==> config.mk <==
export PLATFORM = sky130hd
export DESIGN_NAME = crdf_div
export DESIGN_NICKNAME = d
export VERILOG_FILES = /design/src/rtl/assert_macros.svh /design/src/rtl/crdf_pkg.sv /design/src/rtl/crdf_div.sv
export SDC_FILE = /design/constraint.sdc
export NUM_CORES = 2
export LEC_CHECK = 0
export BUFFER_PORTS_ARGS = -buffer_cell sky130_fd_sc_hd__buf_2
export CORE_ASPECT_RATIO = 0.7
export CORE_MARGIN = 1.5
export CORE_UTILIZATION = 35
export DETAILED_ROUTE_END_ITERATION = 16
export HOLD_SLACK_MARGIN = 0.12
export SYNTH_ARGS = -nofsm -noshare
export SYNTH_HDL_FRONTEND = slang
export SYNTH_SLANG_ARGS = --single-unit
==> constraint.sdc <==
create_clock -name clk -period 4.9 [get_ports clk]
set_clock_uncertainty 0.05 [all_clocks]
set_input_delay 0.98 -clock clk [delete_from_list [all_inputs] [get_ports clk]]
set_output_delay 0.98 -clock clk [all_outputs]
set_load 0.005 [all_outputs]
==> src/rtl/assert_macros.svh <==
// Assertion helpers shared by the RTL. Both macros sample on clk and are
// disabled while rst_n is low.
`ifndef ASSERT_MACROS_SVH
`define ASSERT_MACROS_SVH
`ifndef SYNTHESIS
`define CRDF_ASSERT(lbl, prop, msg) \
    lbl: assert property (@(posedge clk) disable iff (!rst_n) prop) else $error(msg);
`define CRDF_NEVER(lbl, expr, msg) \
    lbl: assert property (@(posedge clk) disable iff (!rst_n) !(expr)) else $error(msg);
`else
`define CRDF_ASSERT(lbl, prop, msg)
`define CRDF_NEVER(lbl, expr, msg)
`endif
`endif

==> src/rtl/crdf_pkg.sv <==
package crdf_pkg;

    // Datapath widths.
    localparam int XW = 44;   // dividend: raw count times circumference
    localparam int DW = 46;   // divisor: up to raw count times ten thousand
    localparam int QW = 25;   // quotient bits, one per divider stage
    localparam int VW = 25;   // displayed value
    localparam int TW = DW + QW;
    localparam int WW = 52;   // threshold products for speed ranges

    localparam logic [11:0] CIRC_RESET = 12'd2136;

    // Operation codes.
    typedef enum logic [2:0] {
        OP_DIST    = 3'd0,
        OP_TIME    = 3'd1,
        OP_SPEED   = 3'd2,
        OP_CADENCE = 3'd3,
        OP_WHEEL   = 3'd4
    } crdf_op_t;

    // Side information that travels with each item through the divider.
    typedef struct packed {
        logic [2:0]    op;
        logic [1:0]    point;
        logic          force_zero;
        logic          bypass;
        logic [VW-1:0] bypass_value;
    } crdf_meta_t;

    localparam logic [7:0] POINT_BIT = 8'h80;

    // Seven-segment code of one decimal digit; anything above nine is blank.
    function automatic logic [7:0] digit_code(input logic [3:0] d);
        logic [7:0] code;
        case (d)
            4'd0: code = 8'h3f;
            4'd1: code = 8'h06;
            4'd2: code = 8'h5b;
            4'd3: code = 8'h4f;
            4'd4: code = 8'h66;
            4'd5: code = 8'h6d;
            4'd6: code = 8'h7d;
            4'd7: code = 8'h07;
            4'd8: code = 8'h7f;
            4'd9: code = 8'h6f;
            default: code = 8'h00;
        endcase
        return code;
    endfunction

    // Glyph shown in the top byte for each mode.
    function automatic logic [7:0] mode_glyph(input logic [2:0] op);
        logic [7:0] code;
        case (op)
            OP_DIST:    code = 8'h5e;
            OP_TIME:    code = 8'h78;
            OP_SPEED:   code = 8'h0c;
            OP_CADENCE: code = 8'h58;
            OP_WHEEL:   code = 8'h39;
            default:    code = 8'h00;
        endcase
        return code;
    endfunction

endpackage

==> src/rtl/crdf_div.sv <==
module crdf_div
    import crdf_pkg::*;
(
    input  logic             clk,
    input  logic             rst_n,
    input  logic             en,
    input  logic             in_vld,
    input  logic [XW-1:0]    x,
    input  logic [DW-1:0]    d,
    input  crdf_meta_t       meta_in,
    output logic             out_vld,
    output logic [QW-1:0]    quo,
    output crdf_meta_t       meta_out
);

    // One restoring step per stage, most significant quotient bit first.
    logic [XW-1:0] rem_reg  [0:QW-1];
    logic [DW-1:0] den_reg  [0:QW-1];
    logic [QW-1:0] quo_reg  [0:QW-1];
    crdf_meta_t    meta_reg [0:QW-1];
    logic [QW-1:0] vld_reg;

    for (genvar i = 0; i < QW; i++) begin : g_stage
        logic [XW-1:0] src_rem;
        logic [DW-1:0] src_den;
        logic [QW-1:0] src_quo;
        crdf_meta_t    src_meta;
        logic          src_vld;
        logic [TW-1:0] trial;
        logic [TW-1:0] rem_ext;
        logic          ge;

        if (i == 0) begin : g_first
            assign src_rem  = x;
            assign src_den  = d;
            assign src_quo  = '0;
            assign src_meta = meta_in;
            assign src_vld  = in_vld;
        end else begin : g_next
            assign src_rem  = rem_reg[i-1];
            assign src_den  = den_reg[i-1];
            assign src_quo  = quo_reg[i-1];
            assign src_meta = meta_reg[i-1];
            assign src_vld  = vld_reg[i-1];
        end

        // Compare the partial remainder with the divisor at this bit weight.
        assign trial   = TW'(src_den) << (QW - 1 - i);
        assign rem_ext = TW'(src_rem);
        assign ge      = (rem_ext >= trial);

        always_ff @(posedge clk or negedge rst_n)
        begin
            if (!rst_n)
            begin
                vld_reg[i] <= 1'b0;
            end
            else if (en)
            begin
                vld_reg[i] <= src_vld;
            end
        end

        always_ff @(posedge clk)
        begin
            if (en)
            begin
                rem_reg[i]  <= ge ? XW'(rem_ext - trial) : src_rem;
                den_reg[i]  <= src_den;
                quo_reg[i]  <= {src_quo[QW-2:0], ge};
                meta_reg[i] <= src_meta;
            end
        end
    end

    assign out_vld  = vld_reg[QW-1];
    assign quo      = quo_reg[QW-1];
    assign meta_out = meta_reg[QW-1];

endmodule

== Yosys cells after proc, flatten, opt, wreduce, memory -nomap -nowiden ==
Memories as Yosys holds them, arrays and structs flattened.
Cells that the tools add are included.
Word-level totals
  register bits: 25
  bits in latches: 0
  bits in writable memories: 3675
  memory bits (read-only): 0
  input port bits: 126
  output and inout bits: 58
  logic and storage cells: 106
  memories kept: 4
Operators by class
  $add $sub $neg: 25
  $mul: 0
  divide/modulo/power cells: 0
  magnitude comparators: 25
  equal/unequal tests: 0
  shift-type cells: 0
  muxes and demuxes: 27
  bitwise operators: 0
  reduce and logical (&&, ||, !) cells: 0
Memory list
  den_reg: words 25, bits a word 46, read ports 24, clocked after Yosys merged registers in 0, wr ports 25, line crdf_div.sv:18  | logic [DW-1:0] den_reg [0:QW-1];
  rem_reg: words 25, bits a word 44, read ports 24, clocked after Yosys merged registers in 0, wr ports 25, line crdf_div.sv:17  | logic [XW-1:0] rem_reg [0:QW-1];
  meta_reg: words 25, bits a word 32, read ports 25, clocked after Yosys merged registers in 0, wr ports 25, line crdf_div.sv:20  | crdf_meta_t meta_reg [0:QW-1];
  quo_reg: words 25, bits a word 25, read ports 25, clocked after Yosys merged registers in 0, wr ports 25, line crdf_div.sv:19  | logic [QW-1:0] quo_reg [0:QW-1];
Operators by type and width (count)
  2-to-1 mux 44 bit: 25
  subtractor 44 bit: 25
  greater-or-equal comparator 44 x 70 -> 1 bit: 1
  greater-or-equal comparator 44 x 69 -> 1 bit: 1
  greater-or-equal comparator 44 x 68 -> 1 bit: 1
  greater-or-equal comparator 44 x 67 -> 1 bit: 1
  greater-or-equal comparator 44 x 66 -> 1 bit: 1
  greater-or-equal comparator 44 x 65 -> 1 bit: 1
  greater-or-equal comparator 44 x 64 -> 1 bit: 1
  greater-or-equal comparator 44 x 63 -> 1 bit: 1
  greater-or-equal comparator 44 x 62 -> 1 bit: 1
  greater-or-equal comparator 44 x 61 -> 1 bit: 1
  greater-or-equal comparator 44 x 60 -> 1 bit: 1
  greater-or-equal comparator 44 x 59 -> 1 bit: 1
  greater-or-equal comparator 44 x 58 -> 1 bit: 1
  greater-or-equal comparator 44 x 57 -> 1 bit: 1
  greater-or-equal comparator 44 x 56 -> 1 bit: 1
  greater-or-equal comparator 44 x 55 -> 1 bit: 1
  greater-or-equal comparator 44 x 54 -> 1 bit: 1
  greater-or-equal comparator 44 x 53 -> 1 bit: 1
  greater-or-equal comparator 44 x 52 -> 1 bit: 1
  greater-or-equal comparator 44 x 51 -> 1 bit: 1
  greater-or-equal comparator 44 x 50 -> 1 bit: 1
  greater-or-equal comparator 44 x 49 -> 1 bit: 1
  4 further kinds: 5

== Depth between registers and ports, before layout ==
An unclocked memory read counts as a cell.
  word-level depth: 3
  depth in mapped cells: 17

== Worst setup path before layout ==
No wires, ideal clock.
  path kind: reg2reg
  start: memory rem_reg[11][12], in the netlist rem_reg[1][144]
  end: memory rem_reg[12][26], in the netlist rem_reg[1][202] (data pin)
  library setup time: 0.260 ns
  data arrival time: 3.597 ns
  required time: 4.590 ns
  path slack: 0.993 ns
  cell stages (with the launch flop): 16
  period minus slack after synthesis: 3.907 ns
  cell sequence: edfxtp_1 -> inv_1 -> ha_1 -> inv_1 -> fa_1 -> a21o_1 -> a21o_1 -> a2111oi_0 -> o21bai_1 -> o211ai_1 -> a31oi_1 -> a21oi_1 -> o41ai_1 -> o21ai_1 -> clkbuf_1 -> mux2_2
RTL lines (line)
  start: declaration: crdf_div.sv:17

==> results.toml <==
[logic_synthesis]
async_flop_share_pct = 0.755
ys.flop_type = "edfxtp_1"
syn_avg_cell_area_sq_um = 13.7
synth_top_family_by_area = "compound AO/OA/AOI/OAI gates"
synth.area.mux_share_pct = 2.92
synth_compound_area_share_pct = 10.4
ys_seq_area_share_pct = 65.9
synth-simple-area-share_pct = 7.07
synthTopCellsByArea = "edfxtp_1, ha_1, inv_1, o21ai_0, a21o_1"
ys_warn_count = 0
synth.largest_area_cell = "edfxtp_1"
yosysTopAreaCellShare_pct = 65.5
synthAdderAreaFrac_pct = 6.96
synth-seq-cells = 3310
syn_inst = 10989
synth_xor_area_share_pct = 3.70
ys_types = 94
synth_edf_count = 3285
netlist_area_sq_um = 151000
synth_fp_nets = 11939

[global_route]
grt_max_degree = 135
grt_usage_pct = 14.5
gr-total-overflow = 0
antenna_found_initial = 9
grt_first_pass_wirelength_um = 499000
grt_pass1_vias = 82785

[floorplan]
die_area_sq_um = 434000
floorplan.initialDensity_pct = 35.2
fp.dieH_um = 552
placementRows = 201
die_w_um = 787
core_sq_um = 428000
pin_count = 184

[sta]
fin_crit_sh_pct = 95.7
setup_violations = 0
maxSlewViolCount = 0
max_clock_freq_mhz = 213
rsz0062_at_grt = "no"
setup_tns_ns = 0
worstMarginPinSlew_ns = 1.19
final_hold_viol_count = 0
fin_crit_ns = 4.69
relSlewSlack_pct = 19.5

[final_layout]
final_nets = 12568
largest_register_ffs = 1104
syn_to_final_growth_pct = 14.4
drive_gt1_share_pct = 10.8
n_fill_cell = 39808

[detailed_routing]
viasPerCell = 4.96
drt-wirelength-per-cell_um = 18.4
antenna_left = 0
drt-initial-drc-count = 7627
wirelength_um = 323000
firstDrtPassIters = 5
vias = 87269
drc = 0

[worst_setup_path]
slowest_delay_ns = 0.54
cpLargestDelayFamily = "compound AO/OA/AOI/OAI gates"
path_max_fanout = 36
cp_cell_sequence = "inv_1, ha_1, inv_1, fa_1, a21o_1, a21o_1, a2111oi_0, o21bai_1, o211ai_1, a31oi_1, a21oi_2, o41ai_1, o21ai_4, buf_12, mux2_2"
worst_path_max_delay_cell = "a2111oi_0"
path_class = "reg -> reg"
crit_required_ns = 5.50
start_kind = "register"
crit_buf_inv = 3
endpoint_kind = "register"
crit_arrival_ns = 5.29

[clocking]
h-tree-depth = 5
cts_buffers = 343
clk_pin_slew_ns = 0.06
insertion_delay_ns = 1.00
tritoncts = "yes"
clk_path_buf_depth = 4
clkSinkCount = 3310
ctsRootBufferMaster = "clkbuf_16"

[power]
powerDensity_nw_per_um2 = 391
p_leak_uw = 0.0671
finalPower_uw = 67500
peakVddDrop_mv = 0.256

[place]
io_buffers = 183
place_congestion = 0.887
hpwlAfterDp_um = 237000

[worst_hold_path]
hp-class = "in -> reg"

[flow_run]
maxCapViolCount = 0

[run_status]
run_status = "complete, no violations"
## metrics by stage
step	util (%)	hold WS (ns)	instances	area (sq um)	setup WS, ns
finish	40.2	0.247	17585	172000	0.212
global placement	37.4	0.350	16853	160000	0.303
global route	40.2	0.208	17583	172000	0.0637
floorplan	-	0.350	10989	151000	0.993
detailed placement	37.4	0.355	16853	160000	0.297
CTS	40.2	0.137	17582	172000	0.277
## worst reg2reg max path, delay by kind of cell (launching register included)
kind,cells,cell delay (ns)
AO/OA/AOI/OAI,9,2.69
adder cells (fa/ha/maj),2,0.58
buffers and inverters,3,0.35
flip-flops,1,0.39
multiplexers,1,0.39
## cell type report
cell class	instances	area [sq um]	share of cell area [%]
tap	5684	7110	4.13
multi-input combinational	6472	46900	27.2
sequential	3310	99300	57.6
clock buffer	407	8910	5.17
inverter	1000	3750	2.18
timing repair buffer	491	4100	2.38
antenna	3	7.51	0.00436
clock inverter	218	2250	1.30
## layer usage
layer	vias to the layer above	wire [um]	track usage [%]	part of all wire (%)
li1	42612	-	-	-
met1	41996	170000	23.5	53
met2	2232	121000	19.0	37
met3	429	25700	3.57	8.0
met4	0	6820	3.40	2.1
met5	-	0	0	0
## cell usage in the layout, fill, tap and decap left out, types with 94 or more instances in the layout
cell	instances
xor2_1	272
buf_2	182
ha_1	800
and3_1	94
nor4_1	159
nor2b_1	118
buf_4	156
nand2b_1	115
xnor2_1	364
inv_1	998
o21ai_0	695
mux2_2	282
nand3_1	140
edfxtp_1	3285
dlygate4sd3_1	104
a21oi_1	638
nand2_1	737
clkbuf_16	347
nand4_1	130
nor3_1	107
a21o_1	437
nor2_1	334
## power by group
group          internal, uW  total [uW]  switching (uW)  leakage [uW]
logic                  2980        7210            4230        0.0293
clock network         14900       26200           11300       0.00541
registers             33100       34100             934        0.0325
total                 51000       67500           16500        0.0671
## cell usage after synthesis (23+ instances only)
master    count
edfxtp_1   3285
inv_1       998
ha_1        800
nand2_1     737
o21ai_0     695
a21oi_1     641
a21o_1      438
xnor2_1     364
nor2_1      335
mux2_2      282
xor2_1      272
clkbuf_1    161
nor4_1      160
nand3_1     140
nand4_1     130
nor2b_1     118
nand2b_1    115
nor3_1      107
and3_1       94
o21a_1       84
o21bai_1     84
a31oi_1      79
o31ai_1      53
a211oi_1     49
or4_1        38
mux2_4       37
mux2_1       35
o21ai_1      34
a21boi_0     33
o211ai_1     33
a211o_1      29
and2_1       28
buf_2        28
mux2i_1      28
or3_1        28
and4_1       26
dfrtp_1      25
a221oi_1     24
fa_1         24
or2_2        23
## what timing repair did
item	CTS	global route
hold buffers	104	0
endpoints found under the hold margin	128	0
setup buffers	0	0
gates resized for setup	0	1
endpoints found under the setup margin	0	9
## cells by family (layout without fill, tap and decap cells)
group,after synthesis,in the layout
buf+inv,1207,2116
compound gates,2490,2490
simple gates,2140,2140
flops,3310,3310
fa+ha+maj,824,824
xor+xnor,636,636
other cells,0,3
mux,382,382
## final timing paths
path / from / to / slack (ns) / cells past startpoint
max: rem_reg[1][144] / rem_reg[1][189] / 0.21 / 15
max reg2reg: rem_reg[1][144] / rem_reg[1][189] / 0.21 / 15
max in group asynchronous: rst_n / g_stage[10].src_vld / 3.93 / 2
min in group asynchronous: rst_n / g_stage[24].src_vld / 0.50 / 2
min: x[29] / rem_reg[0][29] / 0.25 / 3
min reg2reg: meta_reg[0][0] / meta_reg[1][0] / 0.34 / 0
(Power assumes the default switching activity.)
